**src/bgs_pkg.sv**
```systemverilog
// ----------------------------------------------------------------------------
// bgs_pkg: shared types and constants of the BMP grayscale stream
//
// Holds the beat payload structs of both channels, the header layout of a
// 24-bit bitmap file, the register indexes and the reset luma weights.
// ----------------------------------------------------------------------------
package bgs_pkg;

   // Header layout of a 24-bit bitmap file.
   localparam int unsigned HEADER_BYTES = 54;
   localparam int unsigned HDR_IDX_W    = 6;
   localparam logic [HDR_IDX_W-1:0] HDR_LAST     = HDR_IDX_W'(HEADER_BYTES - 1);
   localparam logic [HDR_IDX_W-1:0] WIDTH_FIRST  = 6'd18;
   localparam logic [HDR_IDX_W-1:0] WIDTH_LAST   = 6'd21;
   localparam logic [HDR_IDX_W-1:0] HEIGHT_FIRST = 6'd22;
   localparam logic [HDR_IDX_W-1:0] HEIGHT_LAST  = 6'd25;

   // Pixel byte order inside one pixel.
   localparam logic [1:0] PHASE_BLUE  = 2'd0;
   localparam logic [1:0] PHASE_GREEN = 2'd1;
   localparam logic [1:0] PHASE_RED   = 2'd2;

   // Configuration registers.
   localparam int unsigned CSR_INDEX_W = 2;
   localparam int unsigned CSR_DATA_W  = 8;
   localparam logic [CSR_INDEX_W-1:0] CSR_WEIGHT_RED   = 2'd0;
   localparam logic [CSR_INDEX_W-1:0] CSR_WEIGHT_GREEN = 2'd1;
   localparam logic [CSR_INDEX_W-1:0] CSR_WEIGHT_BLUE  = 2'd2;

   localparam logic [7:0] WEIGHT_RED_RESET   = 8'd54;
   localparam logic [7:0] WEIGHT_GREEN_RESET = 8'd184;
   localparam logic [7:0] WEIGHT_BLUE_RESET  = 8'd18;

   // Number of output beats a luma pixel expands to.
   localparam logic [1:0] LUMA_COPIES = 2'd3;

   typedef struct packed {
      logic [7:0] in_byte;
      logic       start_of_file;
   } req_payload_type;

   typedef struct packed {
      logic [7:0] out_byte;
      logic       last;
   } rsp_payload_type;

endpackage

```
**src/bmp_grayscale_stream_top.sv**
```systemverilog
// ----------------------------------------------------------------------------
// bmp_grayscale_stream_top: 24-bit bitmap to grayscale byte stream
//
// Parses the header, converts each BGR pixel to three equal luma bytes,
// passes header and row padding bytes unchanged, drops bytes after the image.
// ----------------------------------------------------------------------------
// Usage:
//   The req channel carries the file one byte per beat; start_of_file marks
//   the first byte of a new file and restarts header parsing. The rsp
//   channel returns the transformed file; last is set on the final beat
//   caused by one input byte. The csr port sets the three luma weights; the
//   user must write it only while the block is idle; this is not enforced.
// Data path and throughput:
//   An input byte that produces output is registered in the middle stage,
//   then in the output register, which offers it on the rsp port. Without
//   rsp stalls one byte is taken every cycle but for the case below: the red
//   byte of a pixel expands into three output beats, which the single output
//   register sends one per cycle while the next pixel's blue and green bytes
//   are taken in. A header or padding byte that follows a pixel waits in the
//   middle stage, holding req_stall until the last copy leaves.
//   Dropped bytes (after the last row) are accepted without producing output.
// Reset and stall:
//   Reset empties both stages, clears the parser and restores the weights.
//   When the receiver stalls, the output register holds its beat and the
//   stall backs up through the middle stage to req_stall.
// ----------------------------------------------------------------------------
module bmp_grayscale_stream_top
   import bgs_pkg::*;
(
   input  logic                   clock,
   input  logic                   reset,
   input  logic                   req_valid,
   output logic                   req_stall,
   input  req_payload_type        req_payload,
   output logic                   rsp_valid,
   input  logic                   rsp_stall,
   output rsp_payload_type        rsp_payload,
   input  logic                   csr_write_en,
   input  logic [CSR_INDEX_W-1:0] csr_index,
   input  logic [CSR_DATA_W-1:0]  csr_data
);

   // Luma weights.
   logic [7:0] weight_red_ff, weight_green_ff, weight_blue_ff;

   // Parser state.
   logic [HDR_IDX_W-1:0] header_index_ff, header_index_in;
   logic [31:0] image_width_ff, image_width_in;
   logic [31:0] image_height_ff, image_height_in;
   logic [1:0]  byte_phase_ff, byte_phase_in;
   logic [7:0]  held_blue_ff, held_blue_in;
   logic [7:0]  held_green_ff, held_green_in;
   logic [31:0] column_count_ff, column_count_in;
   logic [1:0]  pad_count_ff, pad_count_in;
   logic [31:0] row_count_ff, row_count_in;
   logic        image_done_ff, image_done_in;

   // Middle stage: one pending result, either a passed byte or a pixel.
   logic        mid_valid_ff;
   logic        mid_luma_ff, mid_luma_in;
   logic [7:0]  mid_byte_ff, mid_byte_in;
   logic [7:0]  mid_blue_ff, mid_blue_in;
   logic [7:0]  mid_green_ff, mid_green_in;
   logic        mid_load;

   // Output register: beats still to send of the current result.
   logic [1:0]  out_count_ff;
   logic [7:0]  out_byte_ff;

   logic        req_accept, rsp_accept, out_free, mid_move;
   logic [17:0] luma_sum;
   logic [7:0]  luma_sat;

   // Handshake.
   assign rsp_accept = rsp_valid && !rsp_stall;
   assign out_free   = (out_count_ff == 2'd0) || (out_count_ff == 2'd1 && !rsp_stall);
   assign mid_move   = mid_valid_ff && out_free;
   assign req_stall  = mid_valid_ff && !out_free;
   assign req_accept = req_valid && !req_stall;

   assign rsp_valid            = (out_count_ff != 2'd0);
   assign rsp_payload.out_byte = out_byte_ff;
   assign rsp_payload.last     = (out_count_ff == 2'd1);

   // Weight registers.
   always_ff @(posedge clock) begin
      if (reset) begin
         weight_red_ff   <= WEIGHT_RED_RESET;
         weight_green_ff <= WEIGHT_GREEN_RESET;
         weight_blue_ff  <= WEIGHT_BLUE_RESET;
      end else if (csr_write_en) begin
         case (csr_index)
            CSR_WEIGHT_RED:   weight_red_ff   <= csr_data;
            CSR_WEIGHT_GREEN: weight_green_ff <= csr_data;
            CSR_WEIGHT_BLUE:  weight_blue_ff  <= csr_data;
            default: ;
         endcase
      end
   end

   // Parser: next state for an accepted byte and the result it produces.
   always_comb begin
      logic [7:0]  b;
      logic [1:0]  lane;
      logic [31:0] col_next;
      logic [31:0] row_next;
      b    = req_payload.in_byte;
      lane = header_index_ff[1:0] - 2'd2;

      header_index_in = header_index_ff;
      image_width_in  = image_width_ff;
      image_height_in = image_height_ff;
      byte_phase_in   = byte_phase_ff;
      held_blue_in    = held_blue_ff;
      held_green_in   = held_green_ff;
      column_count_in = column_count_ff;
      pad_count_in    = pad_count_ff;
      row_count_in    = row_count_ff;
      image_done_in   = image_done_ff;

      // A start mark returns the parser to its reset state first.
      if (req_payload.start_of_file) begin
         header_index_in = '0;
         image_width_in  = '0;
         image_height_in = '0;
         byte_phase_in   = PHASE_BLUE;
         held_blue_in    = '0;
         held_green_in   = '0;
         column_count_in = '0;
         pad_count_in    = '0;
         row_count_in    = '0;
         image_done_in   = 1'b0;
         lane            = 2'd0;
      end

      mid_load     = 1'b0;
      mid_luma_in  = 1'b0;
      mid_byte_in  = b;
      mid_blue_in  = held_blue_in;
      mid_green_in = held_green_in;
      row_next     = row_count_in + 32'd1;
      col_next     = column_count_in + 32'd1;

      if (header_index_in <= HDR_LAST) begin
         // Header byte: capture the dimensions and pass the byte through.
         if (header_index_in >= WIDTH_FIRST && header_index_in <= WIDTH_LAST) begin
            image_width_in[{lane, 3'b000} +: 8] = b;
         end else if (header_index_in >= HEIGHT_FIRST &&
                      header_index_in <= HEIGHT_LAST) begin
            image_height_in[{lane, 3'b000} +: 8] = b;
         end
         if (header_index_in == HDR_LAST &&
             (image_width_in == 32'd0 || image_height_in == 32'd0)) begin
            image_done_in = 1'b1;
         end
         header_index_in = header_index_in + 1'b1;
         mid_load        = 1'b1;
      end else if (image_done_in) begin
         // Bytes after the image are dropped.
         mid_load = 1'b0;
      end else if (pad_count_in != 2'd0) begin
         // Row padding passes through; the last one closes the row.
         pad_count_in = pad_count_in - 2'd1;
         if (pad_count_in == 2'd0) begin
            column_count_in = '0;
            row_count_in    = row_next;
            if (row_next == image_height_in) begin
               image_done_in = 1'b1;
            end
         end
         mid_load = 1'b1;
      end else if (byte_phase_in == PHASE_BLUE) begin
         held_blue_in  = b;
         byte_phase_in = PHASE_GREEN;
      end else if (byte_phase_in == PHASE_GREEN) begin
         held_green_in = b;
         byte_phase_in = PHASE_RED;
      end else begin
         // Red byte completes a pixel.
         byte_phase_in   = PHASE_BLUE;
         column_count_in = col_next;
         if (col_next == image_width_in) begin
            pad_count_in = image_width_in[1:0];
            if (image_width_in[1:0] == 2'd0) begin
               column_count_in = '0;
               row_count_in    = row_next;
               if (row_next == image_height_in) begin
                  image_done_in = 1'b1;
               end
            end
         end
         mid_load    = 1'b1;
         mid_luma_in = 1'b1;
      end
   end

   always_ff @(posedge clock) begin
      if (reset) begin
         header_index_ff <= '0;
         image_width_ff  <= '0;
         image_height_ff <= '0;
         byte_phase_ff   <= PHASE_BLUE;
         held_blue_ff    <= '0;
         held_green_ff   <= '0;
         column_count_ff <= '0;
         pad_count_ff    <= '0;
         row_count_ff    <= '0;
         image_done_ff   <= 1'b0;
      end else if (req_accept) begin
         header_index_ff <= header_index_in;
         image_width_ff  <= image_width_in;
         image_height_ff <= image_height_in;
         byte_phase_ff   <= byte_phase_in;
         held_blue_ff    <= held_blue_in;
         held_green_ff   <= held_green_in;
         column_count_ff <= column_count_in;
         pad_count_ff    <= pad_count_in;
         row_count_ff    <= row_count_in;
         image_done_ff   <= image_done_in;
      end
   end

   // Middle stage register.
   always_ff @(posedge clock) begin
      if (reset) begin
         mid_valid_ff <= 1'b0;
      end else if (req_accept) begin
         mid_valid_ff <= mid_load;
      end else if (mid_move) begin
         mid_valid_ff <= 1'b0;
      end
   end

   always_ff @(posedge clock) begin
      if (req_accept && mid_load) begin
         mid_luma_ff  <= mid_luma_in;
         mid_byte_ff  <= mid_byte_in;
         mid_blue_ff  <= mid_blue_in;
         mid_green_ff <= mid_green_in;
      end
   end

   // Weighted luma, truncated to whole units and saturated.
   assign luma_sum = 18'(weight_red_ff * mid_byte_ff)
                   + 18'(weight_green_ff * mid_green_ff)
                   + 18'(weight_blue_ff * mid_blue_ff);
   assign luma_sat = (luma_sum[17:16] != 2'd0) ? 8'hFF : luma_sum[15:8];

   // Output register: a pixel is sent three times, other bytes once.
   always_ff @(posedge clock) begin
      if (reset) begin
         out_count_ff <= 2'd0;
      end else if (mid_move) begin
         out_count_ff <= mid_luma_ff ? LUMA_COPIES : 2'd1;
      end else if (rsp_accept) begin
         out_count_ff <= out_count_ff - 2'd1;
      end
   end

   always_ff @(posedge clock) begin
      if (mid_move) begin
         out_byte_ff <= mid_luma_ff ? luma_sat : mid_byte_ff;
      end
   end

   // A result entering the output register sets one beat or three.
   assert property (@(posedge clock) disable iff (reset)
      mid_move |=> (out_count_ff == 2'd1 || out_count_ff == LUMA_COPIES))
      else $error("output count not loaded with one or three beats");

   // Copies of one pixel keep the same byte.
   assert property (@(posedge clock) disable iff (reset)
      (out_count_ff == 2'd2 || out_count_ff == 2'd3) |=> $stable(out_byte_ff))
      else $error("luma byte changed between copies");

   // Input is held back while the middle stage is full and more than one beat waits.
   assert property (@(posedge clock) disable iff (reset)
      (mid_valid_ff && (out_count_ff == 2'd2 || out_count_ff == 2'd3)) |-> req_stall)
      else $error("input accepted while output register is busy");

   // The pixel phase never takes its unused code.
   assert property (@(posedge clock) disable iff (reset)
      byte_phase_ff != 2'd3)
      else $error("pixel byte phase out of range");

endmodule

```
**config.mk**
```make
export PLATFORM = sky130hd
export DESIGN_NAME = bmp_grayscale_stream_top
export DESIGN_NICKNAME = d
export VERILOG_FILES = /design/src/bgs_pkg.sv /design/src/bmp_grayscale_stream_top.sv
export SDC_FILE = /design/constraint.sdc
export NUM_CORES = 1
export LEC_CHECK = 0
export BUFFER_PORTS_ARGS = -buffer_cell sky130_fd_sc_hd__buf_2
export CAP_MARGIN = 40
export CORE_MARGIN = 10
export CORE_UTILIZATION = 30
export CTS_CLUSTER_SIZE = 25
export DETAILED_ROUTE_END_ITERATION = 7
export PLACE_DENSITY = 0.4
export SETUP_SLACK_MARGIN = 0.05
export SLEW_MARGIN = 20
export SYNTH_ARGS = -nofsm -noshare
export SYNTH_HDL_FRONTEND = slang
export SYNTH_SLANG_ARGS = --single-unit
```
**constraint.sdc**
```tcl
create_clock -name clock -period 15.2 [get_ports clock]
set_clock_uncertainty 0.2 [all_clocks]
set_input_delay 1.52 -clock clock [delete_from_list [all_inputs] [get_ports clock]]
set_output_delay 1.52 -clock clock [all_outputs]
set_load 0.05 [all_outputs]
```
# == Yosys cells after proc, flatten, opt, wreduce, memory -nomap -nowiden ==
# Cells that the tools add are included.
# op_classes
muxes,79
n_bitwise,0
eq_ne,7
magnitude_cmp,5
n_shift,2
add_sub_neg,9
div_mod_pow,0
reduce_logical,30
mul,3
# ops
operator,n
$mux W32,27
$mux W8,13
$add A32 B1 Y32 const B,2
$bwmux W32,2
$eq A32 B32 Y1,2
$logic_not A32 Y1,2
$mul A8 B8 Y16,3
$mux W2,17
$shift A8 B7 Y32 const A,1
$shiftx A8 B7 Y32,1
$add A17 B16 Y18,1
$mux W1,18
$add A16 B16 Y17,1
$ge A6 B5 Y1 const B,2
$le A6 B5 Y1 const B,2
$mux W6,2
$logic_not A2 Y1,5
$reduce_bool A2 Y1,5
$logic_and A1 B1 Y1,9
$neg A5 Y7,1
$add A6 B1 Y6 const B,1
$eq A2 B1 Y1 const B,3
$eq A6 B6 Y1 const B,1
$le A6 B6 Y1 const B,1
other kinds (7),13
# totals
inputBits,24
output_inout_bits,11
ramBits,0
register_bits,215
romBits,0
elab_cells,155
latch_bits,0
mem_count,0

# == Longest topological paths before layout ==
# Gate-level depths: netlist of run 1.
# logic_depth
word_depth,13
mapped_depth,25
depth_no_buf,24

# == Worst setup path before layout of run 1 ==
# OpenSTA, ideal clock, no wires.
# synth_timing
path_kind,reg-to-reg
from,register mid_byte_ff[5]
to,"register out_byte_ff[0], data pin"
path_stages_with_launch,25
arrival_ns,6.643
t_required_ns,14.743
path_buffers,1
setup_ns,0.257
slack_ns,8.100
period_less_slack_ns,7.100
path_cell_list,edfxtp_1 > clkbuf_1 > nand2_1 > fa_1 > inv_1 > fa_1 > inv_1 > fa_1 > fa_1 > inv_1 > fa_1 > fa_1 > inv_1 > fa_1 > inv_1 > ha_1 > and3_1 > a21oi_1 > o21ai_0 > o41ai_1 > o21ai_0 > o41a_1 > mux2i_1 > nand2_1 > o22a_1
# synth_via
elab_chain_cells,6
# synth_lines
element,line,text
"start, declared",bmp_grayscale_stream_top.sv:61,"logic [7:0] mid_byte_ff, mid_byte_in;"
"start signal, assigned",bmp_grayscale_stream_top.sv:237,mid_byte_ff <= mid_byte_in;
$mul A8 B8 Y16 (*),bmp_grayscale_stream_top.sv:244,assign luma_sum = 18'(weight_red_ff * mid_byte_ff)
$add A16 B16 Y17 (*),bmp_grayscale_stream_top.sv:245,+ 18'(weight_green_ff * mid_green_ff)
$add A17 B16 Y18 (*),bmp_grayscale_stream_top.sv:246,+ 18'(weight_blue_ff * mid_blue_ff);
$reduce_bool A2 Y1,bmp_grayscale_stream_top.sv:247,assign luma_sat = (luma_sum[17:16] != 2'd0) ? 8'hFF : luma_sum[15:8];
$mux W8 (*),bmp_grayscale_stream_top.sv:247,
$mux W8 (*),bmp_grayscale_stream_top.sv:262,out_byte_ff <= mid_luma_ff ? luma_sat : mid_byte_ff;
"end signal, assigned",bmp_grayscale_stream_top.sv:262,
"end, declared",bmp_grayscale_stream_top.sv:68,logic [7:0] out_byte_ff;
# Every way passes the cells marked *; elsewhere a longest branch is shown, timed or not.
# A chain may end at the register's enable or synchronous reset.

# == Final worst setup path of run 1 ==
# layout_timing
from,register mid_blue_ff[6]
to,"register out_byte_ff[4], data pin"
# layout_via
elab_chain_cells,5
# layout_lines
element,line,text
"start, declared",bmp_grayscale_stream_top.sv:62,"logic [7:0] mid_blue_ff, mid_blue_in;"
"start signal, assigned",bmp_grayscale_stream_top.sv:238,mid_blue_ff <= mid_blue_in;
$mul A8 B8 Y16 (*),bmp_grayscale_stream_top.sv:246,
$add A17 B16 Y18 (*),bmp_grayscale_stream_top.sv:246,
$reduce_bool A2 Y1,bmp_grayscale_stream_top.sv:247,
$mux W8 (*),bmp_grayscale_stream_top.sv:247,
$mux W8 (*),bmp_grayscale_stream_top.sv:262,
# Marks and branches as above.

==> results.md, run 1 <==
- The flow ran to the end, and the final reports show no timing, DRC or antenna violations.
- For this run the aggregate overflow at the end of global routing stands at 0.
- The type of destination of the critical path is a flip-flop.
- The total global routing track utilization is 19.2%.
- The wire length of the first global-routing pass is 120000 microns.
- The total of cells resized after clock tree synthesis is 0.
- The leakage power total is 9.30 nW.
- The share of cells above drive strength 1 is 6.72%.
- The finished layout holds 3491 standard cells, fillers aside.
- STA classifies the critical path startpoint as a flip-flop.
- The hold violation count in the final report is 0.
- In the synthesized netlist the async set-or-reset flop fraction comes to 0%.
- Adding up every negative setup slack in the final design gives 0 ns.
- The residual antenna-violating net count after detailed routing is 0.
- The detailed placer's ending HPWL is 60600 microns.
- Pin placement for this block handled 35 I/O pins.
- Counting flops and latches in the post-synthesis netlist gives 215.
- The number of placed instances, taps included, is 3434.
- For the pin with the worst max-slew slack, the measured transition is 0.889 ns.
- Counting the fill cells in the layout gives 7376.
- The clock latency on the worst-skew pair is 0.60 ns.
- The maximum resistive drop on vdd is 0.140 mV.
- The launch instance of the worst register-to-register path is mid_blue_ff[6].
- The routed length on met3 is 3060 microns.
- Using the TritonRoute via totals, the vias-per-cell ratio works out to 5.32.
- For this design, the CTS-stage hold fixing added 0 buffers.
- The antenna diode count is 0.
- The met2 wire length is 40000 microns.
- The detailed-routing wirelength on met1 is 34100 microns.
- The maximum number of pins on one net before global-route repair is 71.
- The source of the worst hold timing path is header_index_ff[5].
- Clock-pin slew was measured on the worst setup and hold paths at 0.06 ns.
- The floorplan step set the die width to 283 microns.
- In the final design database the tool counted 2829 nets.
- The minimum clock period is 7.92 ns.
- The die outline height is 283 microns.
- Synthesis produced a netlist whose cell count is 2579.
- The die covers 80300 sq um.
- Detailed routing inserted a total of 18.6k vias.
- The congestion estimate from routability-driven global placement came to 0.872.
- The final routed wirelength across all metal layers is 79400 microns.
- The via count of the first global-routing pass was 18.7k.
- The synthesized design contains 33 enable-type register cells.
- The total setup buffers inserted after CTS is 0.
- The final cell utilization of the core is 33.3%.
- The number of violations reported at the end of detailed-routing iteration 0 is 1489.
- The first detailed-routing pass took 6 iterations.
- The highest clock frequency the design can meet is 126 MHz.
- The Yosys warning count is 0.
- The number of violations of the max-capacitance limit is 0.
- The initial cell density of the core is 30.3%.
- TritonCTS built the clock tree.
- The number of setup violations in the final report is 0.
- The min-delay analysis places its worst path in the category flip-flop to flip-flop.
- The floorplan core area is 68700 sq um.
- The remaining max-slew budget at the tightest pin is 40.5%.
- In the finished design, the share of the clock period the worst path needs comes to 52.1%.
- The clock tree buffer depth is 3.
- The area added between synthesis and finish is 9.94%.
- After detailed routing, the number of remaining DRC violations is 0.
- The mean area per synthesized cell is 8.07 sq um.
- The routed wire length per instance is 22.7 microns.
- CTS placed an instance of sky130_fd_sc_hd__clkbuf_16 at the clock tree root.
- The ratio of total power to cell area is 133 nW/um^2.
- The count of port buffers added during placement is 34.
- In this run the number of H-tree levels came out at 1.
- The worst setup path category is flip-flop to flip-flop.
- Setup repair after global routing left no endpoint under its margin.
- Clock tree synthesis inserted a total of 30 buffers.
- The number of standard-cell rows in the floorplan is 96.
- Data arrives at the worst endpoint at 8.04 ns.
- The most critical setup path has its startpoint at mid_blue_ff[6].
- Clock tree synthesis found a total of 215 sinks.
- The number of max-slew violations in the final report is 0.
- The count of cell types in the netlist is 97.
- At the worst endpoint, the required time is 15.32 ns.
- Of all nets on the critical path, the largest fanout is 8.
- The share of synthesized area occupied by flip-flops and latches is 22.3%.
- Counting every net in the synthesized netlist gives 2871.
- The number of antenna violations at the first check in global routing was 0.
- The highest metal layer carrying signal wires in the routed design is met4.
- Summing every instance area after synthesis gives 20800 sq um.
- The most used flip-flop cell after synthesis is sky130_fd_sc_hd__dfxtp_1.
per-stage QoR:
stage	hold WS (ns)	power [W]	cell area [sq um]	setup slack, ns
3_5_place_dp	0.275	0.00236	21900	7.27
4_1_cts	0.286	0.00311	22900	7.21
3_3_place_gp	0.252	0.00238	21800	7.30
6_report	0.284	0.00304	22900	7.28
2_1_floorplan	0.241	0.00191	20800	8.10
5_1_grt	0.311	0.00336	22900	6.84
cells in the mapped netlist, types with 11 or more instances:
library cell,number,area share (%)
sky130_fd_sc_hd__or3_1,20,0.60
sky130_fd_sc_hd__buf_2,14,0.34
sky130_fd_sc_hd__ha_1,108,6.5
sky130_fd_sc_hd__edfxtp_1,33,4.8
sky130_fd_sc_hd__nand3_1,55,1.3
sky130_fd_sc_hd__o211ai_1,13,0.47
sky130_fd_sc_hd__o21ai_0,82,2.0
sky130_fd_sc_hd__nor3_1,48,1.2
sky130_fd_sc_hd__dfxtp_1,182,18
sky130_fd_sc_hd__a21oi_1,164,3.9
sky130_fd_sc_hd__nor2b_1,51,1.5
sky130_fd_sc_hd__or4_1,11,0.40
sky130_fd_sc_hd__clkbuf_1,113,2.0
sky130_fd_sc_hd__fa_1,160,15
sky130_fd_sc_hd__nor2_1,152,2.7
sky130_fd_sc_hd__nor4_1,33,0.99
sky130_fd_sc_hd__a31oi_1,23,0.69
sky130_fd_sc_hd__and2_1,146,4.4
sky130_fd_sc_hd__nand2_1,394,7.1
sky130_fd_sc_hd__nand4_1,33,0.99
sky130_fd_sc_hd__mux2i_1,87,4.2
sky130_fd_sc_hd__a22oi_1,24,0.87
sky130_fd_sc_hd__a221oi_1,12,0.51
sky130_fd_sc_hd__buf_1,12,0.22
sky130_fd_sc_hd__xor2_1,29,1.2
sky130_fd_sc_hd__and3_1,20,0.60
sky130_fd_sc_hd__xnor2_1,74,3.1
sky130_fd_sc_hd__a211oi_1,24,0.87
sky130_fd_sc_hd__o31ai_1,13,0.47
sky130_fd_sc_hd__inv_1,249,4.5
flip-flops by register name, summed over array words and instances, names as in the netlist, 6 cells and up:
register / count
image_width_ff: 32
weight_red_ff: 8
header_index_ff: 6
mid_byte_ff: 8
mid_green_ff: 8
image_height_ff: 32
weight_blue_ff: 8
weight_green_ff: 8
held_blue_ff: 8
mid_blue_ff: 8
held_green_ff: 8
row_count_ff: 32
column_count_ff: 32
out_byte_ff: 8
final cells by class:
class / instances / area, sq um / area share [%]
multi-input combinational: 1965 / 14700 / 64.1
sequential: 215 / 4630 / 20.3
tap: 931 / 1160 / 5.09
inverter: 250 / 940 / 4.11
clock buffer: 45 / 900 / 3.93
timing repair buffer: 75 / 495 / 2.17
clock inverter: 10 / 90.1 / 0.394
metal layers:
layer	up-vias	GRT usage, %
met3	99	1.85
met1	9289	24.2
li1	8697	-
met2	471	34.2
met5	-	0
met4	0	5.47
worst max-delay path, stage by stage (launching register included):
cell and delay, ns:
sky130_fd_sc_hd__edfxtp_1 0.49, sky130_fd_sc_hd__and2_1 0.23, sky130_fd_sc_hd__fa_1 0.53, sky130_fd_sc_hd__inv_1 0.06, sky130_fd_sc_hd__fa_1 0.53, sky130_fd_sc_hd__inv_1 0.06
sky130_fd_sc_hd__fa_1 0.52, sky130_fd_sc_hd__fa_1 0.47, sky130_fd_sc_hd__fa_1 0.53, sky130_fd_sc_hd__fa_1 0.54, sky130_fd_sc_hd__inv_1 0.05, sky130_fd_sc_hd__fa_1 0.52
sky130_fd_sc_hd__inv_1 0.04, sky130_fd_sc_hd__ha_1 0.32, sky130_fd_sc_hd__and3_1 0.18, sky130_fd_sc_hd__a21oi_1 0.10, sky130_fd_sc_hd__o21ai_0 0.22, sky130_fd_sc_hd__o41ai_1 0.62
sky130_fd_sc_hd__o21ai_0 0.36, sky130_fd_sc_hd__o41a_1 0.39, sky130_fd_sc_hd__mux2i_1 0.16, sky130_fd_sc_hd__nand2_1 0.22, sky130_fd_sc_hd__o22a_1 0.28
cells by family (layout without fill, tap and decap cells):
group / Yosys count / count (layout) / share of synthesized area, %
AND/OR/NAND/NOR: 1041 / 1041 / 25.3
XOR/XNOR: 103 / 103 / 4.33
multiplexers: 89 / 89 / 4.29
buffers and inverters: 399 / 380 / 7.47
flip-flops: 215 / 215 / 22.3
adder cells (fa/ha/maj): 268 / 268 / 21.9
AO/OA/AOI/OAI: 464 / 464 / 14.5
layout by cell type (no fill, tap or decap), drive strengths merged, types with 20 or more instances in the layout:
master and count:
a211oi 24, a21oi 164, a22oi 24, a31oi 23, and2 147, and3 20
buf 74, clkbuf 46, dfxtp 182, edfxtp 33, fa 160, ha 108
inv 249, mux2i 87, nand2 395, nand3 55, nand4 35, nor2 154
nor2b 51, nor3 51, nor4 39, o21ai 88, or3 20, xnor2 74
xor2 29
power by group:
part | switching, W | internal, W
Clock | 0.000296 | 0.000424
Combinational | 0.000975 | 0.000687
Sequential | 0.0000348 | 0.000620
Total | 0.00131 | 0.00173
worst paths after layout:
path         cells past startpoint                 end  slack (ns)
max                             22      out_byte_ff[4]        7.28
max reg2reg                     22      out_byte_ff[4]        7.28
min                              2  header_index_ff[5]        0.28
min reg2reg                      2  header_index_ff[5]        0.28
(Power assumes the default switching activity.)
==> inputs of run 2 (changes only) <==
--- a/config.mk
+++ b/config.mk
@@ -11,7 +11,7 @@
 export CORE_UTILIZATION = 30
 export CTS_CLUSTER_SIZE = 25
 export DETAILED_ROUTE_END_ITERATION = 7
-export PLACE_DENSITY = 0.4
+export PLACE_DENSITY = 0.42
 export SETUP_SLACK_MARGIN = 0.05
 export SLEW_MARGIN = 20
 export SYNTH_ARGS = -nofsm -noshare
==> constraint.sdc (replaced) <==
create_clock -name clock -period 6.55 [get_ports clock]
set_clock_uncertainty 0.2 [all_clocks]
set_input_delay 0.655 -clock clock [delete_from_list [all_inputs] [get_ports clock]]
set_output_delay 0.655 -clock clock [all_outputs]
set_load 0.05 [all_outputs]
==> run 2 against run 1 <==
Net effect: the flow now finishes with violations (setup timing); flip-flop and latch count is the same; core utilization up 1.5 points; maximum frequency up 15%; critical path depth rose by 1; clock power is 130% higher; global-route usage fell by 0.15 points; critical path type unchanged; total power rose to 2.7 times the previous value; sequential power increased by 130%; combinational power grew to 3.0 times the previous value; first-iteration DRC count is 31% higher; via count up 3.7%.
==> results.md, run 2 (same netlist as run 1, synthesis figures left out) <==
- The flow ran to the end, but the final reports show violations.
- The checks that failed: setup timing.
- The minimum clock period was 6.87 ns (-1.05 ns).
- The largest fanout on the critical path is 8 (unchanged).
- Setup repair after global routing could not meet its margin everywhere.
- The number of CTS-inserted buffers is 31 (+3.3%).
- The sum of internal, switching and leakage power is 0.00811 W (+170%).
- The depth of the worst register-to-register path is 23 (+4.5%).
- The residual overflow from global routing is 0 (unchanged).
- The final estimated routing congestion in global placement came to 0.907 (+4.0%).
- The via count of the first global-routing pass is 18.9k (+1.3%).
- The number of antenna violations at the first check in global routing is 1 (+1).
- The DRC violation count after routing is 0 (unchanged).
- The clock edge transition at the registers on the reported setup and hold paths is 0.06 ns (about the same).
- The required time reported for the critical path endpoint is 6.68 ns (-8.64 ns).
- The hold violation count in the final report is 0 (unchanged).
- The slew at the pin closest to its max-slew limit came to 0.887 ns (-0.00198 ns).
- The setup slack after layout is -0.317 ns (-7.60 ns).
- The proportion of power drawn by the clock network was 20.8% (-2.9 points).
- The leakage power total is 9.88 nW (+6.2%).
- The type of the tightest min-delay check is primary input to flip-flop.
- TritonCTS built the clock tree.
- The switching fraction of total power is 40.3% (-2.7 points).
- The worst endpoint data arrival time is 7.00 ns (-1.04 ns).
- The number of violations reported at the end of detailed-routing iteration 0 is 1951 (+31%).
- The floorplan core area is 68700 sq um (unchanged).
- The number of max-slew violations in the final report was 0 (unchanged).
- The full die area came to 80300 sq um (unchanged).
- The internal power is 0.00484 W (+180%).
- The number of standard-cell rows in the floorplan is 96 (unchanged).
- The initial cell density of the core is 30.3% (unchanged).
- The ratio of final minimum period to clock period came to 105% (+53 points).
- The number of optimization iterations in the first detailed-route pass is 5 (-1).
- The clock tree buffer depth is 3 (unchanged).
- The register share of total power was 18.5% (-3.1 points).
- The tree is rooted in a sky130_fd_sc_hd__clkbuf_16.
- The routed wire length per instance came to 22.1 microns (-3.0%).
- The detailed placer's ending HPWL came to 61200 microns (+1.0%).
- The antenna diode count is 0 (unchanged).
- The instance count along the most critical hold path was 3 (+1).
- The floorplan die width is 283 microns (unchanged).
- The maximum resistive drop on vdd is 0.570 mV (+310%).
- The wire length of the first global-routing pass is 120000 microns (-0.57%).
- The routed via count is 19.2k (+3.7%).
- The die outline height is 283 microns (unchanged).
- The number of sinks on the clock net came to 215 (unchanged).
- The maximum number of pins on one net before global-route repair was 59 (-17%).
- The maximum level of the CTS H-tree is 1 (unchanged).
- The number of nets in the finished design is 2940 (+3.9%).
- The worst setup path is launched from a flip-flop.
- In the layout the commonest cells are sky130_fd_sc_hd__nand2_1 (387), sky130_fd_sc_hd__inv_1 (243), sky130_fd_sc_hd__dfxtp_1 (181), sky130_fd_sc_hd__a21oi_1 (161), sky130_fd_sc_hd__fa_1 (156).
- The share of total power in combinational logic was 60.7% (+6.0 points).
- The worst setup slack before clock tree synthesis is -0.471 ns (-7.74 ns).
- Relative to the synthesized area, the layout overhead comes to 14.8%.
- The share of cells above drive strength 1 came to 12.1% (+5.4 points).
- The power dissipated by switching net loads is 0.00327 W (+150%).
- The ratio of total power to cell area is 339 nW/um^2 (+160%).
- Leaving out fill and tap cells, the most frequent cell in the layout is sky130_fd_sc_hd__nand2_1.
- The clock latency on the worst-skew pair was 0.63 ns (+0.03 ns).
- The remaining max-slew budget at the tightest pin is 40.8% (+0.35 points).
- The number of violations of the max-capacitance limit is 0 (unchanged).
- The worst setup path is of the flip-flop to flip-flop kind.
- The tightest hold margin is 0.171 ns (-0.113 ns).
- The total global routing track utilization came to 19.0% (-0.15 points).
- The count of port buffers added during placement is 34 (unchanged).
- The final routed wirelength across all metal layers is 79400 microns (about the same).
- The number of top-level pins came to 35 (unchanged).
- The residual antenna-violating net count after detailed routing is 0 (unchanged).
- The number of setup violations in the final report is 8 (+8).
- The routed via count divided by cell count is 5.34 (+0.49%).
- STA classifies the critical path endpoint as a flip-flop.
- The highest clock frequency the design can meet came to 146 MHz (+15%).
-- run 2: through the flow --
| step | area (sq um) | setup TNS, ns | util [%] | instances |
|---|---|---|---|---|
| 3_3_place_gp | 22600 | -3.33 | 32.9 | 3514 |
| 6_report | 23900 | -2.43 | 34.8 | 3601 |
| 5_1_grt | 23900 | -4.24 | 34.8 | 3601 |
| 4_1_cts | 23800 | -2.78 | 34.6 | 3592 |
| 2_1_floorplan | 21000 | 0 | - | 2579 |
| 3_5_place_dp | 22700 | -3.73 | 33.0 | 3525 |
-- run 2: timing repair --
| action | in CTS | in global routing |
|---|---|---|
| hold buffers | 0 | 0 |
| buffers inserted | 12 | 7 |
| pin swaps | 11 | 15 |
| gates resized for setup | 2 | 11 |
| endpoints found under the setup margin | 8 | 8 |
-- run 2: path summary, 6_finish.rpt --
kind,slack (ns),start,endpoint
max,-0.32,mid_green_ff[2],out_byte_ff[6]
min,0.17,csr_data[1],weight_red_ff[1]
max reg2reg,-0.32,mid_green_ff[2],out_byte_ff[6]
min reg2reg,0.28,header_index_ff[5],header_index_ff[5]
-- run 2: layout make-up --
type	instances	area, sq um
Inverter	250	940
Fill cell	7266	44800
Multi-Input combinational cell	1965	14800
Clock buffer	44	896
Timing Repair Buffer	185	1360
Clock inverter	11	106
Tap cell	931	1160
Sequential cell	215	4640
-- run 2: per-layer routing --
metal	vias to the layer above	share of wire [%]	track usage, %
met5	-	0	0
met4	0	2.4	4.89
met3	105	7.4	3.31
met2	637	43	28.8
met1	9572	47	27.4
li1	8920	-	-
-- run 2: worst max-delay path: stages (launching register included) --
cell and delay (ns):
sky130_fd_sc_hd__edfxtp_1 0.50, sky130_fd_sc_hd__and2_1 0.23, sky130_fd_sc_hd__fa_1 0.49, sky130_fd_sc_hd__inv_1 0.06
sky130_fd_sc_hd__fa_1 0.48, sky130_fd_sc_hd__inv_1 0.06, sky130_fd_sc_hd__fa_1 0.51, sky130_fd_sc_hd__fa_2 0.62
sky130_fd_sc_hd__fa_1 0.43, sky130_fd_sc_hd__fa_1 0.49, sky130_fd_sc_hd__inv_1 0.05, sky130_fd_sc_hd__fa_1 0.49
sky130_fd_sc_hd__inv_2 0.05, sky130_fd_sc_hd__ha_4 0.21, sky130_fd_sc_hd__and3_4 0.14, sky130_fd_sc_hd__a21oi_2 0.11
sky130_fd_sc_hd__o21ai_2 0.10, sky130_fd_sc_hd__o41ai_2 0.22, sky130_fd_sc_hd__buf_4 0.17, sky130_fd_sc_hd__o21ai_2 0.05
sky130_fd_sc_hd__o41a_1 0.38, sky130_fd_sc_hd__mux2i_1 0.20, sky130_fd_sc_hd__nand2_2 0.16, sky130_fd_sc_hd__o22a_1 0.21
-- run 2: power by group through the flow --
stage	clock network [W]	logic, W	registers (W)
floorplan	0	0.00318	0.00158
detailed placement	0	0.00486	0.00153
finish	0.00169	0.00492	0.00150
CTS	0.00173	0.00493	0.00150
global placement	0	0.00481	0.00153
global route	0.00178	0.00558	0.00151
